<file path="src/swdh_pkg.sv">
`default_nettype none

package swdh_pkg;

    // Longest line sequence that one command may send.
    localparam int MAX_SEQ_BITS = 64;

    // Width of a data word on the wire, and of the bit counter.
    localparam int WORD_BITS = 32;
    localparam int COUNT_W   = 7;

    // Completion status codes.
    localparam logic [2:0] ST_OK      = 3'd0;
    localparam logic [2:0] ST_FAULT   = 3'd1;
    localparam logic [2:0] ST_PARITY  = 3'd2;
    localparam logic [2:0] ST_UNKNOWN = 3'd3;
    localparam logic [2:0] ST_SEQ     = 3'd4;

    // Acknowledge codes as received, first bit in bit 0.
    localparam logic [2:0] ACK_OK    = 3'b001;
    localparam logic [2:0] ACK_WAIT  = 3'b010;
    localparam logic [2:0] ACK_FAULT = 3'b100;

    // Level the line keeps between commands.
    localparam logic [1:0] LINE_LOW  = 2'd0;
    localparam logic [1:0] LINE_HIGH = 2'd1;
    localparam logic [1:0] LINE_REL  = 2'd2;

    // One input beat: one SWCLK period.
    typedef struct packed {
        logic        cmd_valid;
        logic        op;
        logic [3:0]  request;
        logic [31:0] write_data;
        logic [63:0] seq_data;
        logic [6:0]  seq_length;
        logic        dio_in;
    } t_in_beat;

    // One result beat: what the wire and the status show in that period.
    typedef struct packed {
        logic        dio_out;
        logic        dio_drive;
        logic        busy_res;
        logic        done_res;
        logic [2:0]  status;
        logic [2:0]  raw_ack;
        logic [31:0] read_data;
    } t_out_beat;

    // A classified beat as it waits in the queue between front and back.
    typedef struct packed {
        logic               start_seq;
        logic               start_xfer;
        logic [3:0]         request;
        logic [31:0]        write_data;
        logic [63:0]        seq_data;
        logic [COUNT_W-1:0] seq_len;
        logic               dio;
    } t_item;

endpackage

`default_nettype wire

</file>
<file path="src/swd_host_transfer_engine_core.sv">
`default_nettype none

// Channel   Direction  Handshake                Payload
// -------   ---------  -----------------------  ----------------------------------
// in        input      i_in_valid / o_in_stall  i_in  : one SWCLK period, command
// out       output     o_out_valid / i_out_stall o_out : wire levels and status
//
// Every input beat yields exactly one output beat; one beat is taken every clock unless
// the queue is full. A result is offered once registered: the beat enters the queue at
// its accepting edge, and the protocol step registers the result from the queue head.
// Reset is synchronous on i_rst_n low and leaves the engine idle with the line driven low.
// A stall at the output holds the result; the two-entry queue then fills and stalls input.

module swd_host_transfer_engine_core (
    input  wire logic                i_clk,
    input  wire logic                i_rst_n,
    input  wire logic                i_in_valid,
    output logic                     o_in_stall,
    input  wire swdh_pkg::t_in_beat  i_in,
    output logic                     o_out_valid,
    input  wire logic                i_out_stall,
    output swdh_pkg::t_out_beat      o_out
);
    import swdh_pkg::*;

    // Classified beats waiting for the protocol engine.
    logic  item_valid;
    t_item item;
    logic  pop;

    // The front decodes each beat into start-sequence or start-transfer and
    // saturates the sequence length, then holds it in a short queue.
    swdh_front u_front (
        .i_clk        (i_clk),
        .i_rst_n      (i_rst_n),
        .i_in_valid   (i_in_valid),
        .o_in_stall   (o_in_stall),
        .i_in         (i_in),
        .o_item_valid (item_valid),
        .o_item       (item),
        .i_pop        (pop)
    );

    // The back runs the wire protocol one period per beat and registers
    // the result; it takes the next beat whenever its output register frees.
    swdh_back u_back (
        .i_clk        (i_clk),
        .i_rst_n      (i_rst_n),
        .i_item_valid (item_valid),
        .i_item       (item),
        .o_pop        (pop),
        .o_out_valid  (o_out_valid),
        .i_out_stall  (i_out_stall),
        .o_out        (o_out)
    );

endmodule

`default_nettype wire

</file>
<file path="src/swdh_front.sv">
`default_nettype none

module swdh_front (
    input  wire logic             i_clk,
    input  wire logic             i_rst_n,
    input  wire logic             i_in_valid,
    output logic                  o_in_stall,
    input  wire swdh_pkg::t_in_beat i_in,
    output logic                  o_item_valid,
    output swdh_pkg::t_item       o_item,
    input  wire logic             i_pop
);
    import swdh_pkg::*;

    t_item      r_mem [2];
    logic       r_wr_ptr;
    logic       r_rd_ptr;
    logic [1:0] r_count;
    logic       n_wr_ptr;
    logic       n_rd_ptr;
    logic [1:0] n_count;
    logic       push;
    logic       pop;
    t_item      cls;

    // Decode the command and saturate the sequence length on the way in.
    always_comb begin
        cls.start_seq  = i_in.cmd_valid & i_in.op;
        cls.start_xfer = i_in.cmd_valid & ~i_in.op;
        cls.request    = i_in.request;
        cls.write_data = i_in.write_data;
        cls.seq_data   = i_in.seq_data;
        cls.seq_len    = (i_in.seq_length > COUNT_W'(MAX_SEQ_BITS)) ?
                         COUNT_W'(MAX_SEQ_BITS) : i_in.seq_length;
        cls.dio        = i_in.dio_in;
    end

    assign o_in_stall   = (r_count == 2'd2);
    assign push         = i_in_valid & ~o_in_stall;
    assign pop          = i_pop & (r_count != 2'd0);
    assign o_item_valid = (r_count != 2'd0);
    assign o_item       = r_mem[r_rd_ptr];

    always_comb begin
        n_wr_ptr = r_wr_ptr ^ push;
        n_rd_ptr = r_rd_ptr ^ pop;
        n_count  = r_count + 2'(push) - 2'(pop);
    end

    always_ff @(posedge i_clk) begin
        if (!i_rst_n) begin
            r_wr_ptr <= 1'b0;
            r_rd_ptr <= 1'b0;
            r_count  <= 2'd0;
        end else begin
            r_wr_ptr <= n_wr_ptr;
            r_rd_ptr <= n_rd_ptr;
            r_count  <= n_count;
        end
    end

    always_ff @(posedge i_clk) begin
        if (push) begin
            r_mem[r_wr_ptr] <= cls;
        end
    end

endmodule

`default_nettype wire

</file>
<file path="src/swdh_back.sv">
`default_nettype none

module swdh_back (
    input  wire logic            i_clk,
    input  wire logic            i_rst_n,
    input  wire logic            i_item_valid,
    input  wire swdh_pkg::t_item i_item,
    output logic                 o_pop,
    output logic                 o_out_valid,
    input  wire logic            i_out_stall,
    output swdh_pkg::t_out_beat  o_out
);
    import swdh_pkg::*;

    localparam logic [3:0] PH_IDLE      = 4'd0;
    localparam logic [3:0] PH_SEQ       = 4'd1;
    localparam logic [3:0] PH_REQ       = 4'd2;
    localparam logic [3:0] PH_TRN_A     = 4'd3;
    localparam logic [3:0] PH_ACK       = 4'd4;
    localparam logic [3:0] PH_TRN_W     = 4'd5;
    localparam logic [3:0] PH_WDATA     = 4'd6;
    localparam logic [3:0] PH_RDATA     = 4'd7;
    localparam logic [3:0] PH_RPAR      = 4'd8;
    localparam logic [3:0] PH_TRN_R     = 4'd9;
    localparam logic [3:0] PH_LOW       = 4'd10;
    localparam logic [3:0] PH_TRN_WAIT  = 4'd11;
    localparam logic [3:0] PH_TRN_FAULT = 4'd12;

    logic [3:0]         r_phase;
    logic [COUNT_W-1:0] r_bit_count;
    logic [63:0]        r_shift;
    logic               r_parity;
    logic [3:0]         r_held;
    logic [2:0]         r_ack;
    logic [1:0]         r_line;
    logic               r_out_valid;
    t_out_beat          r_out;

    logic [3:0]         n_phase;
    logic [COUNT_W-1:0] n_bit_count;
    logic [63:0]        n_shift;
    logic               n_parity;
    logic [3:0]         n_held;
    logic [2:0]         n_ack;
    logic [1:0]         n_line;
    t_out_beat          n_out;

    logic               run;
    logic               is_read;
    logic               tx_bit;
    logic               load;

    // Request frame: start, APnDP, RnW, A2, A3, parity, stop, park.
    function automatic logic req_bit(input logic [3:0] req, input logic [2:0] k);
        logic b;
        unique case (k)
            3'd0:    b = 1'b1;
            3'd1:    b = req[0];
            3'd2:    b = req[1];
            3'd3:    b = req[2];
            3'd4:    b = req[3];
            3'd5:    b = ^req;
            3'd6:    b = 1'b0;
            default: b = 1'b1;
        endcase
        return b;
    endfunction

    assign load        = i_item_valid & (~r_out_valid | ~i_out_stall);
    assign o_pop       = load;
    assign o_out_valid = r_out_valid;
    assign o_out       = r_out;

    always_comb begin
        n_phase     = (r_phase > PH_TRN_FAULT) ? PH_IDLE : r_phase;
        n_bit_count = r_bit_count;
        n_shift     = r_shift;
        n_parity    = r_parity;
        n_held      = r_held;
        n_ack       = r_ack;
        n_line      = r_line;
        n_out          = '0;
        n_out.busy_res = 1'b1;
        run    = 1'b1;
        tx_bit = 1'b0;

        if (n_phase == PH_IDLE) begin
            if (!i_item.start_seq && !i_item.start_xfer) begin
                n_out.dio_out   = (r_line == LINE_REL) ? 1'b0 : r_line[0];
                n_out.dio_drive = (r_line != LINE_REL);
                n_out.busy_res  = 1'b0;
                run = 1'b0;
            end else if (i_item.start_seq) begin
                n_shift     = i_item.seq_data;
                n_bit_count = i_item.seq_len;
                if (i_item.seq_len == '0) begin
                    // An empty sequence completes at once and leaves the line alone.
                    n_out.dio_out   = (r_line == LINE_REL) ? 1'b0 : r_line[0];
                    n_out.dio_drive = (r_line != LINE_REL);
                    n_out.done_res  = 1'b1;
                    n_out.status    = ST_SEQ;
                    run = 1'b0;
                end else begin
                    n_phase = PH_SEQ;
                end
            end else begin
                n_held      = i_item.request;
                n_shift     = {32'd0, i_item.write_data};
                n_bit_count = '0;
                n_parity    = 1'b0;
                n_ack       = 3'd0;
                n_phase     = PH_REQ;
            end
        end

        is_read = n_held[1];

        if (run) begin
            unique case (n_phase)
                PH_SEQ: begin
                    tx_bit          = n_shift[0];
                    n_out.dio_out   = tx_bit;
                    n_out.dio_drive = 1'b1;
                    n_shift         = n_shift >> 1;
                    n_bit_count     = n_bit_count - COUNT_W'(1);
                    if (n_bit_count == '0) begin
                        n_out.done_res = 1'b1;
                        n_out.status   = ST_SEQ;
                        n_line         = tx_bit ? LINE_HIGH : LINE_LOW;
                        n_phase        = PH_IDLE;
                    end
                end
                PH_REQ: begin
                    n_out.dio_out   = req_bit(n_held, n_bit_count[2:0]);
                    n_out.dio_drive = 1'b1;
                    n_bit_count     = n_bit_count + COUNT_W'(1);
                    if (n_bit_count >= COUNT_W'(8)) begin
                        n_bit_count = '0;
                        n_phase     = PH_TRN_A;
                    end
                end
                PH_TRN_A: begin
                    n_bit_count = '0;
                    n_ack       = 3'd0;
                    n_phase     = PH_ACK;
                end
                PH_ACK: begin
                    case (n_bit_count[1:0])
                        2'd0:    n_ack[0] = n_ack[0] | i_item.dio;
                        2'd1:    n_ack[1] = n_ack[1] | i_item.dio;
                        2'd2:    n_ack[2] = n_ack[2] | i_item.dio;
                        default: n_ack = n_ack;
                    endcase
                    n_bit_count = n_bit_count + COUNT_W'(1);
                    if (n_bit_count >= COUNT_W'(3)) begin
                        n_bit_count = '0;
                        n_parity    = 1'b0;
                        if (n_ack == ACK_OK) begin
                            if (is_read) begin
                                n_shift = '0;
                                n_phase = PH_RDATA;
                            end else begin
                                n_phase = PH_TRN_W;
                            end
                        end else if (n_ack == ACK_WAIT) begin
                            n_phase = PH_TRN_WAIT;
                        end else if (n_ack == ACK_FAULT) begin
                            n_phase = PH_TRN_FAULT;
                        end else begin
                            // Unrecognized ack: give up and leave the line to the target.
                            n_out.done_res = 1'b1;
                            n_out.status   = ST_UNKNOWN;
                            n_out.raw_ack  = n_ack;
                            n_line         = LINE_REL;
                            n_phase        = PH_IDLE;
                        end
                    end
                end
                PH_TRN_W: begin
                    n_bit_count = '0;
                    n_parity    = 1'b0;
                    n_phase     = PH_WDATA;
                end
                PH_WDATA: begin
                    if (n_bit_count < COUNT_W'(WORD_BITS)) begin
                        tx_bit   = n_shift[n_bit_count[4:0]];
                        n_parity = n_parity ^ tx_bit;
                    end else begin
                        tx_bit = n_parity;
                    end
                    n_out.dio_out   = tx_bit;
                    n_out.dio_drive = 1'b1;
                    n_bit_count     = n_bit_count + COUNT_W'(1);
                    if (n_bit_count > COUNT_W'(WORD_BITS)) begin
                        n_bit_count = '0;
                        n_parity    = 1'b0;
                        n_phase     = PH_LOW;
                    end
                end
                PH_RDATA: begin
                    n_shift[n_bit_count[4:0]] = n_shift[n_bit_count[4:0]] | i_item.dio;
                    n_parity    = n_parity ^ i_item.dio;
                    n_bit_count = n_bit_count + COUNT_W'(1);
                    if (n_bit_count >= COUNT_W'(WORD_BITS)) begin
                        n_bit_count = '0;
                        n_phase     = PH_RPAR;
                    end
                end
                PH_RPAR: begin
                    n_parity = n_parity ^ i_item.dio;
                    n_phase  = PH_TRN_R;
                end
                PH_TRN_R: begin
                    n_bit_count = '0;
                    n_phase     = PH_LOW;
                end
                PH_LOW: begin
                    n_out.dio_out   = 1'b0;
                    n_out.dio_drive = 1'b1;
                    n_bit_count     = n_bit_count + COUNT_W'(1);
                    if (n_bit_count >= COUNT_W'(2)) begin
                        n_out.done_res  = 1'b1;
                        n_out.status    = (is_read && n_parity) ? ST_PARITY : ST_OK;
                        n_out.raw_ack   = n_ack;
                        n_out.read_data = is_read ? n_shift[31:0] : 32'd0;
                        n_bit_count     = '0;
                        n_parity        = 1'b0;
                        n_line          = LINE_HIGH;
                        n_phase         = PH_IDLE;
                    end
                end
                PH_TRN_WAIT: begin
                    n_bit_count = '0;
                    n_phase     = PH_REQ;
                end
                PH_TRN_FAULT: begin
                    n_out.done_res = 1'b1;
                    n_out.status   = ST_FAULT;
                    n_out.raw_ack  = n_ack;
                    n_line         = LINE_HIGH;
                    n_phase        = PH_IDLE;
                end
                default: begin
                    n_phase = PH_IDLE;
                end
            endcase
        end
    end

    always_ff @(posedge i_clk) begin
        if (!i_rst_n) begin
            r_phase     <= PH_IDLE;
            r_bit_count <= '0;
            r_parity    <= 1'b0;
            r_held      <= 4'd0;
            r_ack       <= 3'd0;
            r_line      <= LINE_LOW;
            r_out_valid <= 1'b0;
        end else begin
            if (load) begin
                r_phase     <= n_phase;
                r_bit_count <= n_bit_count;
                r_parity    <= n_parity;
                r_held      <= n_held;
                r_ack       <= n_ack;
                r_line      <= n_line;
                r_out_valid <= 1'b1;
            end else if (!i_out_stall) begin
                r_out_valid <= 1'b0;
            end
        end
    end

    always_ff @(posedge i_clk) begin
        if (load) begin
            r_shift <= n_shift;
            r_out   <= n_out;
        end
    end

endmodule

`default_nettype wire

</file>
<file path="config.mk">
export PLATFORM = sky130hd
export DESIGN_NAME = swd_host_transfer_engine_core
export DESIGN_NICKNAME = d
export VERILOG_FILES = /design/src/swdh_pkg.sv /design/src/swd_host_transfer_engine_core.sv /design/src/swdh_front.sv /design/src/swdh_back.sv
export SDC_FILE = /design/constraint.sdc
export NUM_CORES = 1
export LEC_CHECK = 0
export BUFFER_PORTS_ARGS = -buffer_cell sky130_fd_sc_hd__buf_2
export CORE_UTILIZATION = 38
export DETAILED_ROUTE_END_ITERATION = 8
export HOLD_SLACK_MARGIN = 0.02
export PLACE_DENSITY = 0.53
export SETUP_SLACK_MARGIN = 0.5
export SLEW_MARGIN = 20
export SYNTH_ARGS = -nofsm -noshare
export SYNTH_HDL_FRONTEND = slang
export SYNTH_SLANG_ARGS = --single-unit
</file>
<file path="constraint.sdc">
create_clock -name i_clk -period 6.4 [get_ports i_clk]
set_input_delay 0.64 -clock i_clk [delete_from_list [all_inputs] [get_ports i_clk]]
set_output_delay 0.64 -clock i_clk [all_outputs]
set_load 0.005 [all_outputs]
</file>
### Yosys cells after proc, flatten, opt, wreduce, memory -nomap -nowiden

Memory sizes are Yosys's and may differ from the RTL's. A register that Yosys moved wholly into a read port is not among the register bits.
Cells that the tools add are included.
W data, S select, Z words.

* flip-flop bits (word level): 132
* RAM bits: 220
* output and inout bits: 44
* word-level logic and storage cells: 209
* memories: 1

* add/subtract/negate cells: 4
* $lt $le $gt $ge: 10
* equality and inequality tests: 33
* muxes and demuxes: 109
* bitwise operators: 18
* reduce and logical (&&, ||, !) cells: 16

Memory list
* u_front.r_mem: depth 2, width 110, rd ports 1, clocked after memory_dff 1, wr ports 1, RTL line swdh_front.sv:15 `t_item r_mem [2];`

Operators with widths (count)
* $mux W64: 7
* $pmux W64 S3: 1
* $mux W7: 15
* $mux W4: 22
* $mux W39: 2
* $bwmux W64: 1
* $mux W32: 2
* $pmux W7 S7: 1
* $pmux W4 S11: 1
* $mux W1: 32
* $mux W2: 12
* $eq A4 B4 Y1 const B: 5
* $eq A4 B3 Y1 const B: 4
* $pmux W2 S4: 2
* $pmux W4 S4: 1
* $ge A7 B2 Y1 const B: 2
* $logic_not A7 Y1: 2
* $eq A3 B3 Y1 const B: 4
* $mux W3: 4
* $eq A3 B2 Y1 const B: 3
* $pmux W3 S3: 1
* $reduce_and A9 Y1: 1
* $eq A4 B2 Y1 const B: 2
* $ne A2 B1 Y1 const B: 4
* other kinds (36): 59

### Longest topological paths before layout

Gate-level depths: netlist of the first run.

* depth after elaboration: 16
* depth in mapped cells: 19

### Cells and area by module

Synthesis of the first run repeated with hierarchy kept, for this count alone.

* cells, all modules: 1318
* area, all modules: 17083.9 sq um

By module, submodules not included
* swdh_back: times used 1, cells each 942, area each 8793.4 sq um, seq. area each 3623.5 sq um
* swdh_front: times used 1, cells each 376, area each 8290.5 sq um, seq. area each 6706.4 sq um

### Worst setup path before layout of the first run

OpenSTA, ideal clock, no wires.

* path kind: in2reg
* start point: in i_out_stall
* end point: reg u_front.r_count[1]
* setup time: 0.115 ns
* data arrival time: 5.253 ns
* data required time: 6.285 ns
* slack: 1.032 ns
* cell stages on the path: 10
* path through: nand2_1 -> o21ai_1 -> inv_1 -> clkbuf_1 -> ha_1 -> inv_1 -> ha_1 -> xnor2_1 -> xnor2_1 -> and2_1

* word-level cells in the longest chain between the ends: 5

Ends and longest elaborated chain
* start, declared: RTL line swd_host_transfer_engine_core.sv:21 `input wire logic i_out_stall,`
* $not A1 Y1: RTL line swdh_back.sv:69 `assign load = i_item_valid & (~r_out_valid | ~i_out_stall);`
* $or A1 B1 Y1: RTL line swdh_back.sv:69
* $and A1 B1 Y1: RTL line swdh_back.sv:69
* via pop: RTL line swd_host_transfer_engine_core.sv:29 `logic pop;`
* $and A1 B1 Y1: RTL line swdh_front.sv:40 `assign pop = i_pop & (r_count != 2'd0);`
* $sub A2 B1 Y2: RTL line swdh_front.sv:47 `n_count = r_count + 2'(push) - 2'(pop);`
* end signal, assigned: RTL line swdh_front.sv:58 `r_count <= n_count;`
* end, declared: RTL line swdh_front.sv:18 `logic [1:0] r_count;`

The timed path passes the listed nets, and every way through them passes these cells.
A chain may end at the register's enable or synchronous reset.

==> impl_metrics.py, run 1 <==
metrics = {
    "clock_network": {
        "cts_max_level": 2,
        "ctsHoldBuffers": 0,
        "clk_latency_ns": 0.58,
        "cts_made_buffers": 40,
        "cts_root_buf": "clkbuf_16",
        "cts_tree": "built",
        "cts_resized": 0,
        "cts_setup_buffers": 0,
        "clk_pin_slew_ns": 0.06,
        "clk_path_buf_depth": 3,
        "cts_sinks": 353,
    },
    "timing": {
        "skew_ns": 0.0435,
        "setup_viol": 0,
        "fin_ws_ns": 1.49,
        "drv_slew": 0,
        "worst_pin_slew_ns": 1.16,
        "slew_headroom_pct": 22.6,
        "grt_setup_unrepaired": "false",
        "hold_viol_final": 0,
        "fmax_ghz": 0.204,
        "tns_ns": 0,
        "final.min_clock_period_ns": 4.91,
        "period_share_pct": 76.7,
    },
    "worst_setup_path": {
        "crit_type": "flop to flop",
        "r2r_cells": 11,
        "crit_path_start_kind": "flop",
        "worstSetupEndpointType": "flop",
        "cp_max_fo": 57,
        "arrival_ns": 5.23,
        "worstPathRequired_ns": 6.72,
    },
    "global_routing": {
        "grt_overflow_total": 0,
        "grt_pass1_wl_um": 66600,
        "grtUsageTotal_pct": 19.6,
        "grt_max_degree": 74,
        "grt_pass1_vias": 11033,
        "antenna_found_initial": 6,
    },
    "run_status": {
        "status": "completed",
    },
    "synth": {
        "yosys.area.top_type": "edfxtp_1",
        "yosys_warnings": 0,
        "yosysSeqAreaShare_pct": 62.8,
        "yosysMostFrequentCell": "edfxtp_1",
        "syn_area_per_cell_um2": 13.5,
        "yosys-top-cells-count": "edfxtp_1 (326), mux2i_1 (93), nor2_1 (76)",
        "syn_area_um2": 16400,
        "yosys-top-cells-area": "edfxtp_1 (60%), mux2i_1 (5.7%), dfxtp_1 (3.3%)",
        "synth-main-ff-cell": "edfxtp_1",
        "synth-seq-cells": 353,
        "synthArstFlopShare_pct": 0,
        "synth_edf_count": 326,
        "synth.top_cell.area_share_pct": 59.5,
        "ys_types": 81,
        "synthCells": 1223,
        "synth_fp_nets": 1349,
    },
    "pwr": {
        "clkPwrFrac_pct": 20.7,
        "power_density_nw_per_um2": 565,
        "pwr-share-comb_pct": 45.3,
        "internal_power_mw": 6.38,
        "leakagePower_nw": 6.81,
        "sw_frac_of_total_pct": 40.9,
        "ir_drop_mv": 0.325,
        "power_frac_seq_pct": 34.0,
        "p_sw_mw": 4.42,
    },
    "floorplanning": {
        "core-area_um2": 42300,
        "rows": 75,
        "die_area_um2": 44100,
        "die_h_um": 210,
        "initial_core_util_pct": 38.9,
        "die_w_um": 210,
        "pin_count": 158,
    },
    "flow_run": {
        "cap_violations": 0,
    },
    "route": {
        "vias_per_cell": 5.60,
        "dr.pass1.iters": 5,
        "post-route-drc-count": 0,
        "wl_um": 43200,
        "drt_iter0_drc": 822,
        "route.vias.total": 11044,
        "ant_nets": 0,
        "wire_per_inst_um": 21.9,
    },
    "hold_path": {
        "min_path_type": "input port to flop",
        "hold_depth": 1,
    },
    "place": {
        "gp_congestion": 0.968,
        "pre_cts_slack_ns": 1.48,
        "numPortBuffers": 157,
        "dp_hpwl_um": 28000,
    },
    "finish": {
        "final_nets": 1491,
        "drive_gt1_share_pct": 22.7,
        "syn_to_final_growth_pct": 16.2,
        "fillers": 3894,
    },
}
power by group through the flow:
stage | sequential [mW] | combinational, mW | clock (mW)
2_1_floorplan | 3.66 | 3.48 | 0
3_3_place_gp | 3.72 | 4.82 | 0
3_5_place_dp | 3.72 | 4.85 | 0
4_1_cts | 3.68 | 4.87 | 2.30
5_1_grt | 3.73 | 5.32 | 2.38
6_report | 3.67 | 4.89 | 2.24
critical path, stage by stage, from the launching register on:
cell,delay [ns]
dfxtp_4,0.71
or3b_4,0.48
o211ai_4,0.14
buf_4,0.67
a22oi_1,0.55
nor3_1,0.68
a22o_1,0.28
a22oi_2,0.05
o311a_2,0.14
nand3_4,0.34
a2111oi_0,0.19
or3_1,0.37
layout make-up:
type                       instances  area (µm²)  share of cell area [%]
sequential                       353       10300                    54.1
inverter                          16        65.1                   0.340
clock inverter                    20         229                    1.20
timing repair buffer             187        1010                    5.29
clock buffer                      51        1050                    5.51
tap                              577         722                    3.78
antenna                            1        2.50                  0.0131
multi-input combinational        767        5690                    29.8
routing by layer:
| layer | wire length [µm] | up-vias | track usage (%) |
|---|---|---|---|
| li1 | - | 5141 | - |
| met1 | 20400 | 5499 | 28.2 |
| met2 | 19400 | 317 | 29.9 |
| met3 | 2270 | 79 | 3.83 |
| met4 | 977 | 8 | 6.27 |
| met5 | 53 | - | 0 |
flip-flops by register name, summed over array words and instances (netlist names), 2 cells and up, named ones only:
register	flops
u_front.r_count	2
u_back.r_held	4
u_back.r_ack	3
u_back.o_out	42
u_back.r_shift	64
u_back.r_bit_count	7
u_back.r_phase	4
u_back.r_line	2
u_front.r_mem	220
placed cells by master (no fill, tap or decap), types with 11 or more instances in the layout:
cell type,netlist,routed
edfxtp_1,326,326
clkbuf_16,0,40
nor2b_1,33,33
mux2i_1,93,93
a21boi_0,23,23
o221ai_1,31,31
buf_4,3,30
a21oi_1,48,47
o21ai_0,35,35
o22ai_1,45,45
nand3_1,20,20
dfxtp_1,27,26
a311o_1,21,21
buf_2,22,157
mux2_2,45,45
xnor2_1,11,11
and2_1,13,13
nand2_1,57,57
a22oi_1,39,39
nor2_1,76,75
a211oi_1,35,35
inv_1,14,13
worst paths after layout:
kind	start	end	slack [ns]
setup reg to reg	flop	u_back.r_shift[31]	1.49
hold reg to reg	u_back.r_line[0]	u_back.r_line[0]	0.50
setup / recovery	flop	u_back.r_shift[31]	1.49
hold / removal	i_in[0]	u_front.r_mem[0][0]	0.24
through the flow:
step / hold WS [ns] / power, mW / area, µm² / cells / util (%)
after global routing: 0.229 / 11.4 / 19100 / 1972 / 45.2
after detailed placement: 0.500 / 8.58 / 17800 / 1900 / 42.1
after global placement: 0.471 / 8.54 / 17800 / 1900 / 42.1
after CTS: 0.210 / 10.9 / 19100 / 1971 / 45.1
after floorplan: 0.446 / 7.14 / 16400 / 1223 / -
final: 0.245 / 10.8 / 19100 / 1972 / 45.2
cells by family (layout without fill, tap and decap cells):
| group | Yosys count | count (layout) | share of synthesized area, % |
|---|---|---|---|
| adder cells (fa/ha/maj) | 12 | 12 | 0.913 |
| XOR/XNOR | 14 | 14 | 0.829 |
| other | 0 | 1 | 0 |
| buffers and inverters | 103 | 274 | 2.88 |
| AND/OR/NAND/NOR | 244 | 244 | 7.47 |
| AO/OA/AOI/OAI | 355 | 355 | 16.1 |
| multiplexers | 142 | 142 | 9.04 |
| flip-flops | 353 | 353 | 62.8 |
Power figures use the tool's default switching activity.
==> run 2: changes to the inputs <==
--- a/config.mk
+++ b/config.mk
@@ -5,11 +5,12 @@
 export SDC_FILE = /design/constraint.sdc
 export NUM_CORES = 1
 export LEC_CHECK = 0
+export ABC_AREA = 1
 export BUFFER_PORTS_ARGS = -buffer_cell sky130_fd_sc_hd__buf_2
 export CORE_UTILIZATION = 38
 export DETAILED_ROUTE_END_ITERATION = 8
 export HOLD_SLACK_MARGIN = 0.02
-export PLACE_DENSITY = 0.53
+export PLACE_DENSITY = 0.55
 export SETUP_SLACK_MARGIN = 0.5
 export SLEW_MARGIN = 20
 export SYNTH_ARGS = -nofsm -noshare
==> constraint.sdc (replaced) <==
create_clock -name i_clk -period 4.45 [get_ports i_clk]
set_input_delay 0.445 -clock i_clk [delete_from_list [all_inputs] [get_ports i_clk]]
set_output_delay 0.445 -clock i_clk [all_outputs]
set_load 0.005 [all_outputs]
==> impl_metrics.py, run 2 <==
metrics = {
    "synth": {
        "synthCells": 1618,
        "syn_area_per_cell_um2": 10.4,
        "synth.top_cell.area_share_pct": 58.4,
        "synth-seq-cells": 353,
        "yosys-top-cells-area": "edfxtp_1 (58%), nand2_1 (9.3%), nand3_1 (5.2%)",
        "synth_edf_count": 326,
        "yosysMostFrequentCell": "nand2_1",
        "synth_top_family_by_area": "simple AND/OR/NAND/NOR gates",
        "synth_compound_gate_area_share_pct": 8.83,
        "synth_fp_nets": 1744,
        "yosysSeqAreaShare_pct": 61.6,
        "ys_types": 49,
        "synth_xor_area_share_pct": 0.470,
        "synth-main-ff-cell": "edfxtp_1",
        "yosys.area_share.adder_pct": 0.895,
        "yosys-top-cells-count": "nand2_1 (416), edfxtp_1 (326), nand3_1 (174)",
        "syn_area_um2": 16800,
        "yosys.area_share.simple_pct": 19.1,
        "synth_mux_area_share_pct": 3.64,
        "synthArstFlopShare_pct": 0,
        "yosys_warnings": 0,
        "yosys.area.top_type": "edfxtp_1",
    },
    "worst_setup_path": {
        "worstPathRequired_ns": 4.75,
        "cp_max_fo": 16,
        "worstSetupEndpointType": "flop",
        "crit_type": "flop to flop",
        "crit_path_start_kind": "flop",
        "arrival_ns": 3.95,
    },
    "route": {
        "wire_per_inst_um": 19.2,
        "wl_um": 46200,
        "drt_iter0_drc": 1334,
        "dr.pass1.iters": 5,
        "ant_nets": 0,
        "post-route-drc-count": 0,
        "route.vias.total": 12484,
        "vias_per_cell": 5.20,
    },
    "floorplanning": {
        "pin_count": 158,
        "die_area_um2": 45000,
        "initial_core_util_pct": 38.8,
        "die_h_um": 212,
        "core-area_um2": 43300,
        "rows": 76,
        "die_w_um": 212,
    },
    "timing": {
        "slew_headroom_pct": 43.6,
        "drv_slew": 0,
        "fmax_ghz": 0.274,
        "period_share_pct": 82.0,
        "final.min_clock_period_ns": 3.65,
        "worst_pin_slew_ns": 0.846,
        "setup_viol": 0,
        "tns_ns": 0,
        "skew_ns": 0.0320,
        "grt_setup_unrepaired": "false",
        "hold_viol_final": 0,
    },
    "place": {
        "gp_congestion": 0.928,
        "dp_hpwl_um": 30600,
        "numPortBuffers": 157,
    },
    "finish": {
        "largest_reg_flops": 220,
        "drive_gt1_share_pct": 17.8,
        "syn_to_final_growth_pct": 17.2,
        "mostFrequentLayoutCell": "nand2_1",
        "top_register": "u_front.r_mem",
        "diodes": 0,
        "mostFrequentLayoutCells": "nand2_1 (415), edfxtp_1 (326), nand3_1 (174)",
        "final_nets": 1914,
    },
    "global_routing": {
        "grtUsageTotal_pct": 20.3,
        "grt_overflow_total": 0,
        "grt_pass1_wl_um": 69900,
        "grt_max_degree": 78,
        "antenna_found_initial": 0,
        "grt_pass1_vias": 11949,
    },
    "clock_network": {
        "cts_max_level": 2,
        "cts_sinks": 353,
        "cts_made_buffers": 39,
        "cts_root_buf": "clkbuf_16",
        "ctsHoldBuffers": 0,
        "clk_latency_ns": 0.56,
        "clk_path_buf_depth": 3,
        "cts_tree": "built",
        "clk_pin_slew_ns": 0.06,
    },
    "hold_path": {
        "min_path_type": "input port to flop",
    },
    "flow_run": {
        "cap_violations": 0,
    },
    "run_status": {
        "status": "completed",
    },
}
run 2: critical path, cell delays in order, from the launching register on:
cell and delay (ns):
dfxtp_4 0.42, inv_2 0.11, nand2_1 0.07, nand2_1 0.18, nand2_2 0.19, nand3_4 0.15, nand2_1 0.12, nand2_2 0.11
inv_2 0.08, ha_2 0.32, inv_1 0.11, o21ai_0 0.24, inv_1 0.11, nor3_2 0.14, inv_2 0.10, o21ai_4 0.27
buf_4 0.22, nand3_4 0.19, a22o_1 0.26
run 2: path summary, 6_finish.rpt:
kind	from	to	slack, ns	cells after the start
min	i_in[96]	u_front.r_mem[0][96]	0.08	1
max	flop	u_back.r_shift[32]	0.80	18
max reg2reg	flop	u_back.r_shift[32]	0.80	18
min reg2reg	u_back.r_bit_count[5]	u_back.r_bit_count[5]	0.47	2
run 2: kinds of logic (layout without fill, tap and decap cells):
kind of cell | after synthesis | in the layout
buf+inv | 213 | 409
fa+ha+maj | 12 | 12
compound gates | 232 | 234
mux | 61 | 61
simple gates | 738 | 739
xor+xnor | 9 | 9
flops | 353 | 353
run 2: per-stage QoR:
step | hold slack (ns) | std cells | utilization (%) | worst slack [ns] | cell area (µm²)
finish | 0.0782 | 2402 | 45.4 | 0.801 | 19700
global route | 0.0560 | 2402 | 45.4 | 0.532 | 19700
floorplan | 0.421 | 1618 | - | 0.704 | 16800
detailed placement | 0.460 | 2322 | 42.2 | 0.575 | 18200
global placement | 0.458 | 2322 | 42.1 | 0.612 | 18200
CTS | 0.0472 | 2392 | 45.0 | 0.553 | 19500
run 2: timing repair:
action	4_1_cts	5_1_grt
endpoints found under the setup margin	0	111
resized for setup	0	22
setup buffers	0	7
endpoints found under the hold margin	0	0
run 2: metal layers:
metal	up-vias	part of all wire, %	global-route usage [%]
met4	0	2.0	5.25
li1	6005	-	-
met1	5920	46	29.9
met5	-	0	0
met2	494	44	30.5
met3	65	7.4	3.94
run 2: layout make-up:
type / count / area, µm²
clock buffer: 44 / 995
clock inverter: 26 / 230
fill: 4064 / 23600
inverter: 133 / 507
multi-input combinational: 1055 / 5640
sequential: 353 / 10300
tap: 585 / 732
timing repair buffer: 206 / 1210
Power of run 2 is not shown: default switching activity piles up to over one toggle a cycle in this logic, so the estimate is an artifact.
==> run 3: changes to the inputs <==
--- a/config.mk
+++ b/config.mk
@@ -10,7 +10,7 @@
 export CORE_UTILIZATION = 38
 export DETAILED_ROUTE_END_ITERATION = 8
 export HOLD_SLACK_MARGIN = 0.02
-export PLACE_DENSITY = 0.55
+export PLACE_DENSITY = 0.53
 export SETUP_SLACK_MARGIN = 0.5
 export SLEW_MARGIN = 20
 export SYNTH_ARGS = -nofsm -noshare
==> constraint.sdc (replaced) <==
create_clock -name i_clk -period 3.6 [get_ports i_clk]
set_input_delay 0.36 -clock i_clk [delete_from_list [all_inputs] [get_ports i_clk]]
set_output_delay 0.36 -clock i_clk [all_outputs]
set_load 0.005 [all_outputs]
==> impl_metrics.py, run 3 (synthesis gave the netlist of run 2 again) <==
metrics = {
    "worst_setup_path": {
        "endpoint": "u_back.o_out[38]",
        "reg2reg_to": "u_back.o_out[38]",
        "cp_max_fo": 8,
        "worstSetupEndpointType": "flop",
        "r2r_cells": 21,
        "crit_path_start_kind": "flop",
        "crit_type": "flop to flop",
        "reg2reg_setup_slack_ns": 0.55,
        "worstPathRequired_ns": 3.88,
        "arrival_ns": 3.33,
    },
    "place": {
        "placed_cell_area_um2": 18500,
        "gp_congestion": 0.920,
        "numPortBuffers": 157,
        "dp_hpwl_um": 31200,
    },
    "global_routing": {
        "grt_pass1_vias": 12805,
        "grtUsageTotal_pct": 21.4,
        "grt_overflow_total": 0,
        "grt_max_degree": 58,
        "grt_pass1_wl_um": 73200,
        "antenna_found_initial": 0,
    },
    "clock_network": {
        "cts_made_buffers": 40,
        "cts_root_buf": "clkbuf_16",
        "clk_latency_ns": 0.56,
        "clk_path_buf_depth": 3,
        "cts_tree": "built",
        "cts_sinks": 353,
        "clk_pin_slew_ns": 0.06,
        "cts_max_level": 2,
    },
    "route": {
        "drt_iter0_drc": 870,
        "dr.pass1.iters": 7,
        "wl_um": 49700,
        "vias_per_cell": 5.20,
        "ant_nets": 0,
        "post-route-drc-count": 0,
        "wire_per_inst_um": 19.3,
        "route.vias.total": 13352,
    },
    "finish": {
        "mostFrequentLayoutCell": "nand2_1",
        "largest_reg_flops": 220,
        "top_register": "u_front.r_mem",
        "diodes": 0,
        "fin_area_um2": 22100,
        "syn_to_final_growth_pct": 31.7,
        "drive_gt1_share_pct": 23.7,
        "mostFrequentLayoutCells": "nand2_1 (385), edfxtp_1 (326), buf_2 (157)",
        "final_nets": 2081,
    },
    "floorplanning": {
        "initial_core_util_pct": 38.8,
        "pin_count": 158,
        "die_area_um2": 45000,
        "core-area_um2": 43300,
        "rows": 76,
        "die_w_um": 212,
        "die_h_um": 212,
    },
    "flow_run": {
        "cap_violations": 0,
    },
    "timing": {
        "setup_viol": 0,
        "hold_viol_final": 0,
        "drv_slew": 0,
        "skew_ns": 0.0186,
        "period_share_pct": 84.7,
        "slew_headroom_pct": 51.8,
        "worst_pin_slew_ns": 0.715,
        "grt_setup_unrepaired": "true",
        "hold_slack_ns": 0.0839,
        "final.min_clock_period_ns": 3.05,
        "fmax_ghz": 0.328,
    },
    "hold_path": {
        "min_path_type": "input port to flop",
    },
    "run_status": {
        "status": "completed",
    },
}
## run 3: cell count changes in the layout (fill, tap and decap cells not counted), sizes merged
| cell | before | now |
|---|---|---|
| dlygate4sd3 | 0 | 101 |
| buf | 206 | 266 |
| clkbuf | 44 | 60 |
| clkinv | 19 | 14 |
| clkinvlp | 2 | 0 |
| inv | 134 | 132 |
| nand3 | 180 | 182 |
| o211ai | 47 | 45 |
| bufinv | 4 | 3 |
## run 3: metal layers
layer	global-route usage [%]	share of wire (%)	wire (µm)	up-vias
met1	29.5	44	22000	6404
met4	7.22	2.6	1310	0
met2	33.7	46	22800	501
li1	-	-	-	6358
met5	0	0	0	-
met3	4.34	7.2	3560	89
## run 3: cell type report
type                       count  area, µm²
inverter                     133        529
clock inverter                16        190
timing repair buffer         372       3120
tap                          585        732
fill                        3875      21200
multi-input combinational   1055       6090
sequential                   353      10300
clock buffer                  55       1090
## run 3: stage by stage
step,utilization (%),setup TNS (ns),setup slack [ns],instances
floorplan,-,-16.61,-0.0755,1618
global placement,42.7,0,0.182,2333
detailed placement,42.7,0,0.0929,2333
CTS,49.0,0,0.506,2532
global route,51.1,0,0.381,2569
finish,51.1,0,0.552,2569
## run 3: critical path, stage by stage, from the launching register on
cell	delay, ns
dfxtp_4	0.37
inv_6	0.09
nand2_1	0.07
nand2_2	0.10
buf_6	0.13
nand3_1	0.08
nand2_1	0.08
nand2_1	0.06
nand2_2	0.13
buf_8	0.15
ha_4	0.20
nand3_4	0.11
nor2_4	0.16
nand3_4	0.09
nand2_4	0.10
nand2_8	0.07
nor2_8	0.16
buf_6	0.14
nand2_8	0.06
nand3_4	0.09
nand3b_1	0.17
o2111ai_2	0.13
## run 3: worst min-delay path by stage
stage                           startpoint             endpoint  depth (start not counted)
after floorplan           u_back.r_line[1]     u_back.r_line[1]                          2
after global placement    u_back.r_line[1]     u_back.r_line[1]                          2
after detailed placement  u_back.r_line[1]     u_back.r_line[1]                          2
after CTS                      i_out_stall   u_back.o_out_valid                          3
after global routing               i_in[7]  u_front.r_mem[0][7]                          1
final                          i_out_stall   u_back.o_out_valid                          3
## run 3: what timing repair did
item	4_1_cts	5_1_grt
setup buffers	22	31
pin swaps	12	32
gates resized for setup	43	135
gates cloned	5	6
setup endpoints to repair	116	116
hold buffers	101	0
endpoints found under the hold margin	202	0
Power of run 3 is left out for the same reason.
